## config.mk

```make
export PLATFORM = sky130hd
export DESIGN_NAME = terminal_key_decoder_cursor_flat
export DESIGN_NICKNAME = d
export VERILOG_FILES = /design/src/hdl/tkd_pkg.sv /design/src/hdl/tkd_if.sv /design/src/hdl/tkd_parser.sv /design/src/hdl/tkd_cursor.sv /design/src/hdl/terminal_key_decoder_cursor.sv /design/src/flat_wrapper.sv
export SDC_FILE = /design/constraint.sdc
export NUM_CORES = 1
export LEC_CHECK = 0
export ABC_AREA = 1
export BUFFER_PORTS_ARGS = -buffer_cell sky130_fd_sc_hd__buf_2
export CELL_PAD_IN_SITES_DETAIL_PLACEMENT = 0
export CELL_PAD_IN_SITES_GLOBAL_PLACEMENT = 1
export CORE_MARGIN = 5
export CORE_UTILIZATION = 25
export CTS_CLUSTER_SIZE = 30
export DETAILED_ROUTE_END_ITERATION = 7
export PLACE_DENSITY_LB_ADDON = 0.12
export RECOVER_POWER = 50
export SLEW_MARGIN = 20
export SYNTH_ARGS = -nofsm -noshare
export SYNTH_HDL_FRONTEND = slang
export SYNTH_SLANG_ARGS = --single-unit
export TNS_END_PERCENT = 50
```

## constraint.sdc

```tcl
create_clock -name clk -period 4.3 [get_ports clk]
set_input_delay 0 -clock clk [delete_from_list [all_inputs] [get_ports clk]]
set_output_delay 0 -clock clk [all_outputs]
set_load 0.05 [all_outputs]
```

## src/hdl/tkd_pkg.sv

```systemverilog
// ----------------------------------------------------------------------------
// tkd_pkg
// Shared types and constants for the terminal key decoder with cursor.
// ----------------------------------------------------------------------------
package tkd_pkg;

	localparam int KeyBits = 9;
	localparam int WinBits = 11;

	// received byte values with a meaning to the parser
	localparam logic [7:0] BYTE_ESC    = 8'h1B;
	localparam logic [7:0] BYTE_LBRACK = 8'h5B;
	localparam logic [7:0] BYTE_O      = 8'h4F;
	localparam logic [7:0] BYTE_TILDE  = 8'h7E;

	// key codes
	localparam logic [KeyBits-1:0] KEY_ESC   = 9'd27;
	localparam logic [KeyBits-1:0] KEY_QUIT  = 9'h011;
	localparam logic [KeyBits-1:0] KEY_LEFT  = 9'd256;
	localparam logic [KeyBits-1:0] KEY_RIGHT = 9'd257;
	localparam logic [KeyBits-1:0] KEY_UP    = 9'd258;
	localparam logic [KeyBits-1:0] KEY_DOWN  = 9'd259;
	localparam logic [KeyBits-1:0] KEY_DEL   = 9'd260;
	localparam logic [KeyBits-1:0] KEY_HOME  = 9'd261;
	localparam logic [KeyBits-1:0] KEY_END   = 9'd262;
	localparam logic [KeyBits-1:0] KEY_PGUP  = 9'd263;
	localparam logic [KeyBits-1:0] KEY_PGDN  = 9'd264;

	// configuration register indexes
	localparam logic REG_WINDOW_ROWS = 1'b0;
	localparam logic REG_WINDOW_COLS = 1'b1;

	localparam logic [WinBits-1:0] WINDOW_ROWS_RESET = 11'd24;
	localparam logic [WinBits-1:0] WINDOW_COLS_RESET = 11'd80;

	typedef enum logic [1:0] {
		PH_IDLE  = 2'd0,
		PH_ESC   = 2'd1,
		PH_PAIR  = 2'd2,
		PH_DIGIT = 2'd3
	} phase_t;

	// decoded key handed from parser to cursor unit
	typedef struct packed {
		logic               valid;
		logic [KeyBits-1:0] code;
	} key_t;

endpackage

```

## src/hdl/tkd_if.sv

```systemverilog
// ----------------------------------------------------------------------------
// tkd_evt_if / tkd_key_if
// Valid/ready channels for terminal events in and decoded keys out.
// ----------------------------------------------------------------------------
interface tkd_evt_if;
	logic       valid;
	logic       ready;
	logic       event_kind;
	logic [7:0] rx_byte;

	modport source (output valid, output event_kind, output rx_byte, input ready);
	modport sink   (input valid, input event_kind, input rx_byte, output ready);
endinterface

interface tkd_key_if #(parameter int COORD_BITS = 10);
	logic                  valid;
	logic                  ready;
	logic [8:0]            key_code;
	logic                  quit;
	logic [COORD_BITS-1:0] cursor_x;
	logic [COORD_BITS-1:0] cursor_y;

	modport source (output valid, output key_code, output quit, output cursor_x,
		output cursor_y, input ready);
	modport sink   (input valid, input key_code, input quit, input cursor_x,
		input cursor_y, output ready);
endinterface

```

## src/hdl/tkd_parser.sv

```systemverilog
// ----------------------------------------------------------------------------
// tkd_parser
// Escape sequence parser: turns bytes and timeouts into key codes.
// ----------------------------------------------------------------------------
module tkd_parser (
	input  logic          clk,
	input  logic          arst_n,
	input  logic          fire,
	input  logic          event_kind,
	input  logic [7:0]    rx_byte,
	output tkd_pkg::key_t key
);

	tkd_pkg::phase_t phase_q, phase_d;
	logic [7:0]      first_q, first_d;
	logic [7:0]      digit_q, digit_d;

	function automatic logic [tkd_pkg::KeyBits-1:0] decode_pair(
		input logic [7:0] a, input logic [7:0] b);
		logic [tkd_pkg::KeyBits-1:0] k;
		k = tkd_pkg::KEY_ESC;
		if (a == tkd_pkg::BYTE_LBRACK) begin
			unique case (b)
				8'h41:   k = tkd_pkg::KEY_UP;
				8'h42:   k = tkd_pkg::KEY_DOWN;
				8'h43:   k = tkd_pkg::KEY_RIGHT;
				8'h44:   k = tkd_pkg::KEY_LEFT;
				8'h48:   k = tkd_pkg::KEY_HOME;
				8'h46:   k = tkd_pkg::KEY_END;
				default: k = tkd_pkg::KEY_ESC;
			endcase
		end else if (a == tkd_pkg::BYTE_O) begin
			if (b == 8'h48) k = tkd_pkg::KEY_HOME;
			else if (b == 8'h46) k = tkd_pkg::KEY_END;
		end
		return k;
	endfunction

	function automatic logic [tkd_pkg::KeyBits-1:0] decode_tilde(input logic [7:0] d);
		logic [tkd_pkg::KeyBits-1:0] k;
		unique case (d)
			8'h31:   k = tkd_pkg::KEY_HOME;
			8'h33:   k = tkd_pkg::KEY_DEL;
			8'h34:   k = tkd_pkg::KEY_END;
			8'h35:   k = tkd_pkg::KEY_PGUP;
			8'h36:   k = tkd_pkg::KEY_PGDN;
			8'h37:   k = tkd_pkg::KEY_HOME;
			8'h38:   k = tkd_pkg::KEY_END;
			default: k = tkd_pkg::KEY_ESC;
		endcase
		return k;
	endfunction

	always_comb begin
		phase_d   = phase_q;
		first_d   = first_q;
		digit_d   = digit_q;
		key.valid = 1'b0;
		key.code  = {1'b0, rx_byte};
		if (event_kind) begin
			// timeout: a pending sequence collapses to a bare escape
			if (phase_q != tkd_pkg::PH_IDLE) begin
				key.valid = 1'b1;
				key.code  = tkd_pkg::KEY_ESC;
				phase_d   = tkd_pkg::PH_IDLE;
			end
		end else begin
			unique case (phase_q)
				tkd_pkg::PH_IDLE: begin
					if (rx_byte == tkd_pkg::BYTE_ESC) phase_d = tkd_pkg::PH_ESC;
					else key.valid = 1'b1;
				end
				tkd_pkg::PH_ESC: begin
					first_d = rx_byte;
					phase_d = tkd_pkg::PH_PAIR;
				end
				tkd_pkg::PH_PAIR: begin
					if (first_q == tkd_pkg::BYTE_LBRACK && rx_byte >= 8'h30 && rx_byte <= 8'h39)
					begin
						digit_d = rx_byte;
						phase_d = tkd_pkg::PH_DIGIT;
					end else begin
						key.valid = 1'b1;
						key.code  = decode_pair(first_q, rx_byte);
						phase_d   = tkd_pkg::PH_IDLE;
					end
				end
				tkd_pkg::PH_DIGIT: begin
					key.valid = 1'b1;
					key.code  = (rx_byte == tkd_pkg::BYTE_TILDE) ? decode_tilde(digit_q)
						: tkd_pkg::KEY_ESC;
					phase_d   = tkd_pkg::PH_IDLE;
				end
				default: phase_d = tkd_pkg::PH_IDLE;
			endcase
		end
	end

	always_ff @(posedge clk or negedge arst_n) begin
		if (!arst_n) begin
			phase_q <= tkd_pkg::PH_IDLE;
			first_q <= 8'd0;
			digit_q <= 8'd0;
		end else if (fire) begin
			phase_q <= phase_d;
			first_q <= first_d;
			digit_q <= digit_d;
		end
	end

endmodule

```

## src/hdl/tkd_cursor.sv

```systemverilog
// ----------------------------------------------------------------------------
// tkd_cursor
// Window size registers and cursor position, moved by decoded keys.
// ----------------------------------------------------------------------------
module tkd_cursor #(
	parameter int COORD_BITS = 10
) (
	input  logic                        clk,
	input  logic                        arst_n,
	input  logic                        cfg_we,
	input  logic                        cfg_index,
	input  logic [tkd_pkg::WinBits-1:0] cfg_data,
	input  logic                        fire,
	input  tkd_pkg::key_t               key,
	output logic                        quit,
	output logic [COORD_BITS-1:0]       col_next,
	output logic [COORD_BITS-1:0]       row_next
);

	localparam int LimBits = 17;
	localparam logic [LimBits-1:0] WinLim = LimBits'(1) << COORD_BITS;

	logic [tkd_pkg::WinBits-1:0] rows_q, cols_q;
	logic [COORD_BITS-1:0]       col_q, row_q;
	logic [COORD_BITS-1:0]       last_col, last_row;

	// last usable index, with a zero size acting as one and oversize clamped
	function automatic logic [COORD_BITS-1:0] last_index(input logic [tkd_pkg::WinBits-1:0] v);
		logic [LimBits-1:0] ve;
		logic [LimBits-1:0] vm1;
		logic [COORD_BITS-1:0] r;
		ve  = LimBits'(v);
		vm1 = ve - LimBits'(1);
		if (ve == '0) r = '0;
		else if (ve > WinLim) r = '1;
		else r = vm1[COORD_BITS-1:0];
		return r;
	endfunction

	assign last_col = last_index(cols_q);
	assign last_row = last_index(rows_q);

	always_comb begin
		col_next = col_q;
		row_next = row_q;
		quit     = 1'b0;
		unique case (key.code)
			tkd_pkg::KEY_QUIT:  quit = 1'b1;
			tkd_pkg::KEY_LEFT:  if (col_q != '0) col_next = col_q - COORD_BITS'(1);
			tkd_pkg::KEY_RIGHT: col_next = (col_q >= last_col) ? last_col
				: col_q + COORD_BITS'(1);
			tkd_pkg::KEY_UP:    if (row_q != '0) row_next = row_q - COORD_BITS'(1);
			tkd_pkg::KEY_DOWN:  row_next = (row_q >= last_row) ? last_row
				: row_q + COORD_BITS'(1);
			tkd_pkg::KEY_HOME:  col_next = '0;
			tkd_pkg::KEY_END:   col_next = last_col;
			tkd_pkg::KEY_PGUP:  row_next = '0;
			tkd_pkg::KEY_PGDN:  row_next = last_row;
			default: ;
		endcase
	end

	always_ff @(posedge clk or negedge arst_n) begin
		if (!arst_n) begin
			rows_q <= tkd_pkg::WINDOW_ROWS_RESET;
			cols_q <= tkd_pkg::WINDOW_COLS_RESET;
		end else if (cfg_we) begin
			if (cfg_index == tkd_pkg::REG_WINDOW_ROWS) rows_q <= cfg_data;
			if (cfg_index == tkd_pkg::REG_WINDOW_COLS) cols_q <= cfg_data;
		end
	end

	always_ff @(posedge clk or negedge arst_n) begin
		if (!arst_n) begin
			col_q <= '0;
			row_q <= '0;
		end else if (fire && key.valid) begin
			col_q <= col_next;
			row_q <= row_next;
		end
	end

endmodule

```

## src/hdl/terminal_key_decoder_cursor.sv

```systemverilog
// ----------------------------------------------------------------------------
// terminal_key_decoder_cursor
// Decodes terminal escape sequences into keys and tracks a cursor.
// ----------------------------------------------------------------------------
// an accepted event goes to stage 1, then its key to the result register
// one event per cycle unless output stalls; decode, cursor update fit one stage
// an event that completes no key (ESC, sequence bytes, idle timeout) is dropped
// reset: parser idle, cursor at 0,0, window 24 rows by 80 columns
module terminal_key_decoder_cursor #(
	parameter int COORD_BITS = 10
) (
	input  logic                        clk,
	input  logic                        arst_n,
	input  logic                        cfg_we,
	input  logic                        cfg_index,
	input  logic [tkd_pkg::WinBits-1:0] cfg_data,
	tkd_evt_if.sink                     evt,
	tkd_key_if.source                   key
);

	logic                  valid_s1;
	logic                  kind_s1;
	logic [7:0]            byte_s1;
	logic                  fire_s1;
	tkd_pkg::key_t         dec;
	logic                  quit_c;
	logic [COORD_BITS-1:0] col_c, row_c;

	logic                  out_valid_q;
	logic [8:0]            code_q;
	logic                  quit_q;
	logic [COORD_BITS-1:0] col_q, row_q;

	// stage 1 retires when the result register is free or draining
	assign fire_s1   = valid_s1 && (!out_valid_q || key.ready);
	assign evt.ready = !valid_s1 || fire_s1;

	always_ff @(posedge clk or negedge arst_n) begin
		if (!arst_n) valid_s1 <= 1'b0;
		else if (evt.ready) valid_s1 <= evt.valid;
	end

	always_ff @(posedge clk) begin
		if (evt.valid && evt.ready) begin
			kind_s1 <= evt.event_kind;
			byte_s1 <= evt.rx_byte;
		end
	end

	tkd_parser u_parser (
		.clk        (clk),
		.arst_n     (arst_n),
		.fire       (fire_s1),
		.event_kind (kind_s1),
		.rx_byte    (byte_s1),
		.key        (dec)
	);

	tkd_cursor #(.COORD_BITS(COORD_BITS)) u_cursor (
		.clk       (clk),
		.arst_n    (arst_n),
		.cfg_we    (cfg_we),
		.cfg_index (cfg_index),
		.cfg_data  (cfg_data),
		.fire      (fire_s1),
		.key       (dec),
		.quit      (quit_c),
		.col_next  (col_c),
		.row_next  (row_c)
	);

	always_ff @(posedge clk or negedge arst_n) begin
		if (!arst_n) out_valid_q <= 1'b0;
		else if (fire_s1 && dec.valid) out_valid_q <= 1'b1;
		else if (key.ready) out_valid_q <= 1'b0;
	end

	always_ff @(posedge clk) begin
		if (fire_s1 && dec.valid) begin
			code_q <= dec.code;
			quit_q <= quit_c;
			col_q  <= col_c;
			row_q  <= row_c;
		end
	end

	assign key.valid    = out_valid_q;
	assign key.key_code = code_q;
	assign key.quit     = quit_q;
	assign key.cursor_x = col_q;
	assign key.cursor_y = row_q;

	// a new transaction never overwrites a result still waiting downstream
	a_no_overwrite: assert property (@(posedge clk) disable iff (!arst_n)
		(out_valid_q && !key.ready) |-> !fire_s1)
		else $error("result overwritten while stalled");

	a_quit_code: assert property (@(posedge clk) disable iff (!arst_n)
		out_valid_q |-> (quit_q == (code_q == tkd_pkg::KEY_QUIT)))
		else $error("quit flag does not match key code");

	a_code_range: assert property (@(posedge clk) disable iff (!arst_n)
		out_valid_q |-> (code_q <= tkd_pkg::KEY_PGDN))
		else $error("key code out of range");

	a_result_source: assert property (@(posedge clk) disable iff (!arst_n)
		$rose(out_valid_q) |-> $past(fire_s1))
		else $error("result without a retired event");

endmodule
```

## src/flat_wrapper.sv

```systemverilog
// flat-port wrapper written by rule: the top's interface ports become plain ports
module terminal_key_decoder_cursor_flat 
#(
	parameter int COORD_BITS = 10
)
  (clk, arst_n, cfg_we, cfg_index, cfg_data, evt_valid, evt_event_kind, evt_rx_byte, evt_ready, key_valid, key_key_code, key_quit, key_cursor_x, key_cursor_y, key_ready);
  tkd_evt_if evt_i ();
  tkd_key_if #(.COORD_BITS(COORD_BITS)) key_i ();
  input  logic clk;
  input  logic arst_n;
  input  logic cfg_we;
  input  logic cfg_index;
  input  logic [tkd_pkg::WinBits-1:0] cfg_data;
  input wire logic [$bits(evt_i.valid)-1:0] evt_valid;
  input wire logic [$bits(evt_i.event_kind)-1:0] evt_event_kind;
  input wire logic [$bits(evt_i.rx_byte)-1:0] evt_rx_byte;
  output wire logic [$bits(evt_i.ready)-1:0] evt_ready;
  output wire logic [$bits(key_i.valid)-1:0] key_valid;
  output wire logic [$bits(key_i.key_code)-1:0] key_key_code;
  output wire logic [$bits(key_i.quit)-1:0] key_quit;
  output wire logic [$bits(key_i.cursor_x)-1:0] key_cursor_x;
  output wire logic [$bits(key_i.cursor_y)-1:0] key_cursor_y;
  input wire logic [$bits(key_i.ready)-1:0] key_ready;
  assign evt_i.valid = evt_valid;
  assign evt_i.event_kind = evt_event_kind;
  assign evt_i.rx_byte = evt_rx_byte;
  assign evt_ready = evt_i.ready;
  assign key_valid = key_i.valid;
  assign key_key_code = key_i.key_code;
  assign key_quit = key_i.quit;
  assign key_cursor_x = key_i.cursor_x;
  assign key_cursor_y = key_i.cursor_y;
  assign key_i.ready = key_ready;
  terminal_key_decoder_cursor #(.COORD_BITS(COORD_BITS)) u_core (.clk(clk), .arst_n(arst_n), .cfg_we(cfg_we), .cfg_index(cfg_index), .cfg_data(cfg_data), .evt(evt_i), .key(key_i));
endmodule
```

==> run summary, run 1 <==
Status -> finished, violations left
Failing checks -> capacitance limit, slew limit
H-tree Lvls -> 3
Arr. time, crit path -> 3.84 ns
Setup TNS Final -> 0 ns
Syn Area/Cell -> 7.34 um2
RSZ-0062 raised after global routing -> false
Setup slack, reg-to-reg -> 0.57 ns
Hold WS -> 0.333 ns
Clock network fraction of design power -> 27.1%
Worst r2r src -> u_core.u_cursor.cols_q[0]
# clock sinks -> 101
Yosys cell types -> 45
1st-iter DRT viols -> 367
Startpoint types -> flip-flop
DR DRC count -> 0
Initial Utilization -> 25.4%
WL/cell -> 15.9 um
Final Skew -> 0.0126 ns
Flop pwr share -> 39.7%
Leakage -> 3.96 nW
Total CTS buffers -> 9
Hold Path Cell Cnt -> 4
Detailed Place HPWL -> 17,500 um
Worst min-delay path class -> in -> reg
Net Sw Frac -> 41.9%
Max Clock Freq -> 268 MHz
Core Area -> 0.0287 mm2
Worst Path Class, Setup -> reg -> reg
Final Slew Violations -> 65
Layout cell share with drive strength beyond 1 -> 9.79%
Synth top area share -> 19.9%
FFs w/ async S/R, synth -> 61.4%
Area growth, synth to finish -> 16.6%
Nature of the critical path endpoint -> flip-flop
Final Instance Count excl. Fillers -> 1,456
Site Rows -> 62
Primary FF master, synth -> dfrtp_1
Max_slew headroom -> -38.9%
Total gr overflow -> 0
Die Area -> 0.0326 mm2
Max_cap viols -> 2
WP data required -> 4.41 ns
End of the worst hold path -> u_core.u_cursor.cols_q[6]
Via count -> 6,580
Fin crit period -> 3.73 ns
CTS tree -> yes
Final GP Congestion -> 0.826
Post-synth EDFFs -> 39
Die Height -> 181 um
Yosys warnings -> 0
Die width -> 181 um
Gr usage total -> 14.3%
Maximum root-to-sink buffer count -> 2
Peak VDD IR -> 186 uV
Clock root cell -> clkbuf_16
Final net count -> 1,119
Most area-hungry cell type in the Yosys netlist -> dfrtp_1
Internal power -> 1.88 mW
Final setup viols -> 0
Drt first pass iters -> 5
Synth Cell Area -> 0.00728 mm2
ANT cells -> 0
FF+latch count, synth -> 101
Period utilization -> 86.8%
Register area share after synthesis -> 37.5%
ANT nets after route -> 0
First-pass GRT wire length -> 37,700 um
Logic pwr share -> 33.2%
Psw -> 1.35 mW
Final Hold Vio Count -> 0
Worst-Skew Late Latency -> 0.36 ns
WL final -> 23,100 um
Vias per cell -> 4.52
Vias in the first global route -> 6,726
R2R depth -> 22
Synth area leaders -> dfrtp_1, edfxtp_1, nand2_1
IO buf count -> 57
Worst Tran Pin Value -> 2.08 ns
Synthesized instance count -> 992
R2R Path End -> u_core.key.cursor_x[0]
Hold Startpoint -> cfg_index
Antenna violations before repair -> 0
Boundary Pins -> 58
Critical-path maximum fanout -> 10
Pwr/cell area -> 380 mW/mm2
Placed Cells -> 1,416
Total nets after synthesis -> 1,044
Largest net degree at the start of global routing -> 51
Clock-pin slew on the worst setup and hold paths -> 0.08 ns
## layer usage
layer / vias to the layer above / track usage [%] / part of all wire (%)
met5: - / 0 / 0
met4: 0 / 3.60 / 1.6
met3: 23 / 2.36 / 2.4
met2: 82 / 24.1 / 47
met1: 3052 / 19.3 / 49
li1: 3423 / - / -
## area by class of cell
cell class                      instances  area, um2
Inverter                              135        507
Sequential cell                       101       2730
Timing Repair Buffer                   93        571
Clock inverter                          6       70.1
Multi-Input combinational cell        727       3900
Tap cell                              384        480
Clock buffer                           10        229
Fill cell                            3251      20200
## state kept, by name, indices dropped and copies added (netlist names)
register / cells
u_core.u_cursor.col_q: 10
u_core.u_parser.first_q: 8
u_core.key.quit: 1
u_core.kind_s1: 1
u_core.byte_s1: 8
u_core.u_cursor.cols_q: 11
u_core.u_parser.digit_q: 8
u_core.key.cursor_y: 10
u_core.key.key_code: 9
u_core.key.valid: 1
u_core.u_cursor.row_q: 10
u_core.u_parser.phase_q: 2
u_core.u_cursor.rows_q: 11
u_core.valid_s1: 1
u_core.key.cursor_x: 10
## cells in the final DEF, fill, tap and decap left out, drive strengths merged
cell         netlist  final
or2                4      4
nand2            245    245
clkbuf            16     44
o211ai             3      3
dlygate4sd3        0     24
buf               13     35
nand3b             9      9
clkinvlp           0      2
dfstp              4      4
edfxtp            39     39
a31oi              2      2
dfrtp             58     58
o31ai              1      1
xor2              27     27
o21a               1      1
nor2              93     93
o2111ai            2      2
xnor2              4      4
bufinv             0      1
nor3              18     18
clkinv             1      2
inv              134    136
a211oi             1      1
o21ai             82     82
nor3b              1      1
ha                26     26
nand4             41     41
and2              16     16
nand3            112    112
a21oi             35     35
nor4               4      4
## synth_stat cells, drive strengths merged (2+ instances only)
cell type and instances:
nor4 4, clkbuf 16, dfrtp 58, o21ai 82, nand4 41, nor3 18, buf 13, edfxtp 39
ha 26, nor2 93, nand3b 9, a21oi 35, o2111ai 2, or2 4, inv 134, xnor2 4
o211ai 3, a31oi 2, nand3 112, and2 16, dfstp 4, xor2 27, nand2 245
## worst max-delay path, cell delays in order (launching register included)
cell and delay [ns]:
dfrtp_1 0.41, inv_1 0.15, ha_1 0.20, nand3_1 0.18, nor2_1 0.14, nand2_1 0.15
o21ai_4 0.27, nand3_1 0.15, nand2_1 0.16, ha_1 0.26, a21oi_1 0.15, o21a_1 0.13
nand3_1 0.07, nor2_1 0.15, buf_4 0.18, inv_1 0.11, nand2_1 0.08, o21ai_0 0.09
nand3_1 0.09, nand2_1 0.05, nor2_1 0.08, nand2_1 0.07, and2_1 0.15
## metrics by stage
stage / power (mW) / area [um2] / utilization, % / setup WS, ns
2_1_floorplan: 2.06 / 7280 / - / 1.04
3_3_place_gp: 2.40 / 7980 / 27.8 / 0.436
3_5_place_dp: 2.39 / 7980 / 27.8 / 0.479
4_1_cts: 3.31 / 8520 / 29.7 / 0.474
5_1_grt: 3.45 / 8490 / 29.6 / 0.0156
6_report: 3.23 / 8490 / 29.6 / 0.568
## how the worst max path moves through the flow
stage	start	end	slack, ns	cells after the start
2_1_floorplan	u_core.u_cursor.rows_q[0]	u_core.key.cursor_y[2]	1.04	21
3_3_place_gp	u_core.u_cursor.rows_q[0]	u_core.key.cursor_y[0]	0.44	22
3_5_place_dp	u_core.u_cursor.rows_q[0]	u_core.key.cursor_y[0]	0.48	22
4_1_cts	u_core.u_cursor.rows_q[0]	u_core.key.cursor_y[0]	0.47	22
5_1_grt	u_core.u_cursor.cols_q[0]	u_core.key.cursor_x[0]	0.02	23
6_report	u_core.u_cursor.cols_q[0]	u_core.key.cursor_x[0]	0.57	22
## kinds of logic after synthesis
family | after synthesis | synth area share, %
flip-flops | 101 | 37.5
AO/OA/AOI/OAI | 127 | 9.30
buffers and inverters | 164 | 9.26
XOR/XNOR | 31 | 3.73
adder cells (fa/ha/maj) | 26 | 4.47
AND/OR/NAND/NOR | 543 | 35.8
## what timing repair did
action,in CTS,in global routing
resized for setup,0,3
setup endpoints to repair,0,2
hold buffers,24,0
buffers inserted,0,0
hold endpoints to repair,63,0
## power groups by stage
| stage | registers [mW] | logic [mW] | clock network (mW) |
|---|---|---|---|
| floorplan | 1.51 | 0.550 | 0 |
| finish | 1.28 | 1.07 | 0.876 |
| global placement | 1.31 | 1.09 | 0 |
| detailed placement | 1.30 | 1.09 | 0 |
| CTS | 1.28 | 1.11 | 0.914 |
| global route | 1.30 | 1.19 | 0.957 |
Note: power is estimated with default switching activity, not from simulation.
==> run 2, diff against run 1 <==
--- a/config.mk
+++ b/config.mk
@@ -13,6 +13,7 @@
 export CORE_UTILIZATION = 25
 export CTS_CLUSTER_SIZE = 30
 export DETAILED_ROUTE_END_ITERATION = 7
+export GPL_TIMING_DRIVEN = 0
 export PLACE_DENSITY_LB_ADDON = 0.12
 export RECOVER_POWER = 50
 export SLEW_MARGIN = 20
==> constraint.sdc (replaced) <==
create_clock -name clk -period 4.28 [get_ports clk]
set_input_delay 0 -clock clk [delete_from_list [all_inputs] [get_ports clk]]
set_output_delay 0 -clock clk [all_outputs]
set_load 0.05 [all_outputs]
==> run summary, run 2 (synthesized netlist as in run 1, its figures left out) <==
Status -> finished, violations left (unchanged)
Failing checks -> capacitance limit, slew limit (unchanged)
WL final -> 23,800 um (was 23,100 um)
Boundary Pins -> 58 (unchanged)
1st-iter DRT viols -> 406 (was 367)
Maximum root-to-sink buffer count -> 2 (unchanged)
Setup slack, reg-to-reg -> 0.36 ns (was 0.57 ns)
Final Skew -> 0.0132 ns (was 0.0126 ns)
CTS tree -> yes (unchanged)
CP max stage delay -> 0.42 ns (was 0.41 ns)
Total CTS buffers -> 9 (unchanged)
Clock root cell -> clkbuf_16 (unchanged)
Drt first pass iters -> 4 (was 5)
Initial Utilization -> 25.4% (unchanged)
WP data required -> 4.39 ns (was 4.41 ns)
Max_cap viols -> 2 (unchanged)
Total gr overflow -> 0 (unchanged)
Area growth, synth to finish -> 18.3% (was 16.6%)
Hold WS -> 0.0181 ns (was 0.333 ns)
First-pass GRT wire length -> 38,700 um (was 37,700 um)
Nature of the critical path endpoint -> flip-flop (unchanged)
Peak VDD IR -> 179 uV (was 186 uV)
DR DRC count -> 0 (unchanged)
Worst Path Class, Setup -> reg -> reg (unchanged)
Final Slew Violations -> 65 (unchanged)
Critical-path maximum fanout -> 10 (unchanged)
Most frequent cells in the layout -> nand2_1, inv_1, nand3_1 (unchanged)
Period utilization -> 91.6% (was 86.8%)
Via count -> 6,710 (was 6,580)
Post-route setup slack -> 0.358 ns (was 0.568 ns)
Largest registers -> u_core.u_cursor.cols_q (11), u_core.u_cursor.rows_q (11) (unchanged)
Layout cell share with drive strength beyond 1 -> 11.0% (was 9.79%)
Final Hold Vio Count -> 0 (unchanged)
Clock-pin slew on the worst setup and hold paths -> 0.07 ns (was 0.08 ns)
Arr. time, crit path -> 4.03 ns (was 3.84 ns)
H-tree Lvls -> 3 (unchanged)
Die width -> 181 um (unchanged)
Largest net degree at the start of global routing -> 33 (was 51)
Leakage -> 4.04 nW (was 3.96 nW)
ANT cells -> 0 (unchanged)
Crit path cell chain -> inv_1, ha_1, nand3b_1, nor2_1, nand4_1, nor2_1, nand3_2, inv_1, o21ai_0, inv_1, ha_1, inv_1, nor2_1, o211ai_1, o2111ai_1, nor2_2, clkbuf_4, o21ai_0, nand2_1, nand3_1, and2_1 (was inv_1, ha_1, nand3_1, nor2_1, nand2_1, o21ai_4, nand3_1, nand2_1, ha_1, a21oi_1, o21a_1, nand3_1, nor2_1, buf_4, inv_1, nand2_1, o21ai_0, nand3_1, nand2_1, nor2_1, nand2_1, and2_1)
Die Area -> 0.0326 mm2 (unchanged)
Total power -> 3.28 mW (was 3.23 mW)
Worst min-delay path class -> in -> reg (unchanged)
Site Rows -> 62 (unchanged)
Final GP Congestion -> 0.787 (was 0.826)
Antenna violations before repair -> 0 (unchanged)
Gr usage total -> 14.8% (was 14.3%)
Max_slew headroom -> -31.6% (was -38.9%)
Slowest stage cell, crit path -> dfrtp_1 (unchanged)
Vias in the first global route -> 6,799 (was 6,726)
Design Area, Final -> 0.00861 mm2 (was 0.00849 mm2)
IO buf count -> 57 (unchanged)
Commonest non-fill, non-tap cell in the layout -> nand2_1 (unchanged)
Die Height -> 181 um (unchanged)
Pre-CTS setup slack -> -0.0280 ns (was 0.479 ns)
Pwr/cell area -> 381 mW/mm2 (was 380 mW/mm2)
Vias per cell -> 4.55 (was 4.52)
Final net count -> 1,138 (was 1,119)
Worst-Skew Late Latency -> 0.36 ns (about the same)
Startpoint types -> flip-flop (unchanged)
Fillers -> 3,205 (was 3,251)
ANT nets after route -> 0 (unchanged)
Worst Tran Pin Value -> 1.97 ns (was 2.08 ns)
Crit path top cell by count -> inv_1 (was nand2_1)
Dpl cell area -> 0.00810 mm2 (was 0.00798 mm2)
# clock sinks -> 101 (unchanged)
WL/cell -> 16.2 um (was 15.9 um)
Fin crit period -> 3.92 ns (was 3.73 ns)
# Post-CTS Setup Buffers -> 0 (unchanged)
Core Area -> 0.0287 mm2 (unchanged)
Final core occ -> 30.0% (was 29.6%)
Detailed Place HPWL -> 18,200 um (was 17,500 um)
Final setup viols -> 0 (unchanged)
Max Clock Freq -> 255 MHz (was 268 MHz)
[run 2: worst max-delay path: cells and delay by family, from the launching register on]
family / cells / cell delay [ns]
adders and majority gates: 2 / 0.45
and+or+nand+nor: 10 / 1.47
AOI/OAI and AO/OA: 4 / 0.60
DFF: 1 / 0.42
buffers and inverters: 5 / 0.72
[run 2: metal layers]
layer	vias to the layer above	global-route usage, %	routed length, um
met5	-	0	0
met2	78	24.4	11200
met3	11	1.86	576
met4	0	3.09	227
met1	3147	20.9	11900
li1	3474	-	-
[run 2: path summary, 6_finish.rpt]
| path | start | to | depth (start not counted) |
|---|---|---|---|
| setup reg to reg | u_core.u_cursor.rows_q[0] | u_core.key.cursor_y[6] | 21 |
| min in group asynchronous | arst_n | u_core.u_cursor.row_q[7] | 2 |
| setup / recovery | u_core.u_cursor.rows_q[0] | u_core.key.cursor_y[6] | 21 |
| hold / removal | cfg_we | u_core.u_cursor.cols_q[0] | 4 |
| hold reg to reg | u_core.u_parser.digit_q[5] | u_core.u_parser.digit_q[5] | 1 |
| max in group asynchronous | arst_n | u_core.u_cursor.cols_q[0] | 3 |
[run 2: stage by stage]
step                setup TNS [ns]  std cells
detailed placement         -0.0364       1435
global placement           -0.0850       1433
CTS                              0       1475
global route               -0.0415       1475
floorplan                        0        992
finish                           0       1475
[run 2: power by group]
part           internal [mW]  switching [mW]
Clock                  0.457           0.407
Sequential              1.18           0.107
Combinational          0.276           0.854
Total                   1.92            1.37
[run 2: area by class of cell]
type	instances	area (um2)	share of cell area, %
Buffer	29	174	2.02
Clock buffer	11	233	2.70
Multi-Input combinational cell	727	3910	45.4
Tap cell	384	480	5.58
Clock inverter	5	58.8	0.683
Inverter	135	507	5.88
Sequential cell	101	2730	31.7
Timing Repair Buffer	83	527	6.12
[run 2: what timing repair did]
action                     4_1_cts  5_1_grt
pin swaps                        0        0
resized for setup                1       14
setup endpoints to repair        2       32
hold endpoints to repair        63        0
hold buffers                    24        0
cloned                           0        0
==> run 3, diff against run 2 <==
--- a/config.mk
+++ b/config.mk
@@ -9,6 +9,7 @@
 export BUFFER_PORTS_ARGS = -buffer_cell sky130_fd_sc_hd__buf_2
 export CELL_PAD_IN_SITES_DETAIL_PLACEMENT = 0
 export CELL_PAD_IN_SITES_GLOBAL_PLACEMENT = 1
+export CORE_ASPECT_RATIO = 2
 export CORE_MARGIN = 5
 export CORE_UTILIZATION = 25
 export CTS_CLUSTER_SIZE = 30
==> run summary, run 3 (synthesized netlist as in run 1, its figures left out) <==
Setup TNS Final -> 0 ns (unchanged)
Commonest non-fill, non-tap cell in the layout -> nand2_1 (unchanged)
1st-iter DRT viols -> 401 (was 406)
Initial Utilization -> 25.2% (was 25.4%)
Area growth, synth to finish -> 18.7% (was 18.3%)
Nature of the critical path endpoint -> flip-flop (unchanged)
Global route hottest layer -> met2 (unchanged)
Final setup viols -> 0 (unchanged)
Startpoint types -> flip-flop (unchanged)
Final Skew -> 0.0184 ns (was 0.0132 ns)
Gr usage total -> 16.3% (was 14.8%)
Clock root cell -> clkbuf_16 (unchanged)
Status -> finished, violations left (unchanged)
Vias in the first global route -> 7,115 (was 6,799)
WP data required -> 4.41 ns (was 4.39 ns)
Detailed Place HPWL -> 20,900 um (was 18,200 um)
WL final -> 25,900 um (was 23,800 um)
Period utilization -> 92.0% (was 91.6%)
Final Hold Vio Count -> 0 (unchanged)
Final net count -> 1,143 (was 1,138)
Core Area -> 0.0288 mm2 (was 0.0287 mm2)
DR DRC count -> 0 (unchanged)
Critical-path maximum fanout -> 10 (unchanged)
Drt first pass iters -> 5 (was 4)
Largest net degree at the start of global routing -> 47 (was 33)
Routing usage on met2 -> 33.1% (was 24.4%)
Arr. time, crit path -> 4.07 ns (was 4.03 ns)
Hold WS -> 0.0154 ns (was 0.0181 ns)
Total CTS buffers -> 9 (unchanged)
Vias per cell -> 4.69 (was 4.55)
Global Route met1 Usage -> 15.8% (was 20.9%)
Die Height -> 251 um (was 181 um)
Via count -> 6,834 (was 6,710)
Die Area -> 0.0328 mm2 (was 0.0326 mm2)
IO buf count -> 57 (unchanged)
Die width -> 131 um (was 181 um)
Met3 Usage GRT -> 1.72% (was 1.86%)
Max Clock Freq -> 254 MHz (was 255 MHz)
Maximum root-to-sink buffer count -> 2 (unchanged)
Antenna violations before repair -> 0 (unchanged)
Most frequent cells in the layout -> nand2_1, inv_1, nand3_1 (unchanged)
FF/Latch Area -> 0.00273 mm2 (unchanged)
Leakage -> 4.04 nW (about the same)
Worst-Skew Late Latency -> 0.39 ns (was 0.36 ns)
CTS tree -> yes (unchanged)
WL/cell -> 17.8 um (was 16.2 um)
Worst Tran Pin Value -> 2.41 ns (was 1.97 ns)
Worst Path Class, Setup -> reg -> reg (unchanged)
Post-route setup slack -> 0.341 ns (was 0.358 ns)
H-tree Lvls -> 3 (unchanged)
Multi-input combinational cell area -> 0.00395 mm2 (was 0.00391 mm2)
Failing checks -> capacitance limit, slew limit (unchanged)
Worst min-delay path class -> in -> reg (unchanged)
ANT cells -> 0 (unchanged)
Pwr/cell area -> 378 mW/mm2 (was 381 mW/mm2)
Peak VDD IR -> 208 uV (was 179 uV)
Final Slew Violations -> 47 (was 65)
Layout cell share with drive strength beyond 1 -> 11.4% (was 11.0%)
First-pass GRT wire length -> 40,400 um (was 38,700 um)
Max_slew headroom -> -60.5% (was -31.6%)
Clock-pin slew on the worst setup and hold paths -> 0.07 ns (about the same)
Max_cap viols -> 1 (was 2)
# clock sinks -> 101 (unchanged)
Pre-CTS setup slack -> -0.327 ns (was -0.0280 ns)
Fin crit period -> 3.94 ns (was 3.92 ns)
Site Rows -> 88 (was 62)
Final GP Congestion -> 0.846 (was 0.787)
ANT nets after route -> 0 (unchanged)
Total gr overflow -> 0 (unchanged)
Boundary Pins -> 58 (unchanged)
Largest registers -> u_core.u_cursor.cols_q (11), u_core.u_cursor.rows_q (11) (unchanged)
Fillers -> 3,261 (was 3,205)
==> run 3: changes by cell type in the layout (fill, tap and decap cells not counted), moves of 2 or more <==
cell,before,now
dlygate4sd3_1,24,27
dfstp_2,0,4
o21ai_0,75,73
buf_4,2,4
buf_2,38,30
o21ai_2,0,3
dfstp_1,4,0
clkbuf_1,40,46
==> run 3: through the flow <==
step,utilization (%),area (um2),instances,power (mW)
after floorplan,-,7280,992,2.07
after global placement,27.8,8020,1409,2.45
after detailed placement,28.0,8070,1411,2.47
after CTS,29.9,8630,1454,3.35
after global routing,30.0,8640,1456,3.47
final,30.0,8640,1456,3.27
==> run 3: final timing paths <==
path | start | endpoint | slack (ns) | depth (start not counted)
max | u_core.u_cursor.rows_q[0] | u_core.key.cursor_y[2] | 0.34 | 21
min | cfg_index | u_core.u_cursor.rows_q[10] | 0.02 | 5
max reg2reg | u_core.u_cursor.rows_q[0] | u_core.key.cursor_y[2] | 0.34 | 21
min reg2reg | u_core.u_parser.digit_q[5] | u_core.u_parser.digit_q[5] | 0.47 | 1
max in group asynchronous | arst_n | u_core.u_cursor.col_q[8] | 0.91 | 3
min in group asynchronous | arst_n | u_core.u_cursor.row_q[3] | 0.29 | 2
==> run 3: timing repair <==
action                     in CTS  in global routing
setup buffers                   0                  2
pin swaps                       0                  3
setup endpoints to repair      14                 24
resized for setup               8                 17
hold endpoints to repair       91                  0
hold buffers                   27                  0
==> run 3: per-layer routing <==
metal,vias up,wire length [um],share of wire (%)
met2,110,15400,60
met4,0,879,3.4
li1,3477,-,-
met3,46,609,2.3
met5,-,0,0
met1,3201,8980,35
==> run 3: area by class of cell <==
type | instances | area share (%)
Timing Repair Buffer | 88 | 6.48
Clock buffer | 11 | 2.81
Sequential cell | 101 | 31.6
Buffer | 29 | 2.04
Inverter | 135 | 5.86
Tap cell | 360 | 5.21
Clock inverter | 5 | 0.405
Multi-Input combinational cell | 727 | 45.6
==> run 3: where the power goes <==
part / internal, mW / leakage, nW / switching, mW / total [mW]
sequential: 1.18 / 1.17 / 0.105 / 1.29
combinational: 0.273 / 2.74 / 0.875 / 1.15
clock: 0.412 / 0.132 / 0.421 / 0.833
total: 1.87 / 4.04 / 1.40 / 3.27
==> run 3: critical path, stage by stage (launching register included) <==
cell	delay [ns]
dfrtp_1	0.41
inv_1	0.11
ha_1	0.19
nand3b_1	0.13
nor2_1	0.14
nand4_1	0.19
nor2_4	0.19
a21oi_4	0.10
inv_1	0.12
o21ai_0	0.15
inv_1	0.15
ha_1	0.26
inv_1	0.06
nor2_1	0.03
o211ai_1	0.17
o2111ai_1	0.15
nor2_2	0.25
clkbuf_4	0.26
o21ai_0	0.15
nand4_1	0.12
nand3_1	0.18
and2_1	0.20
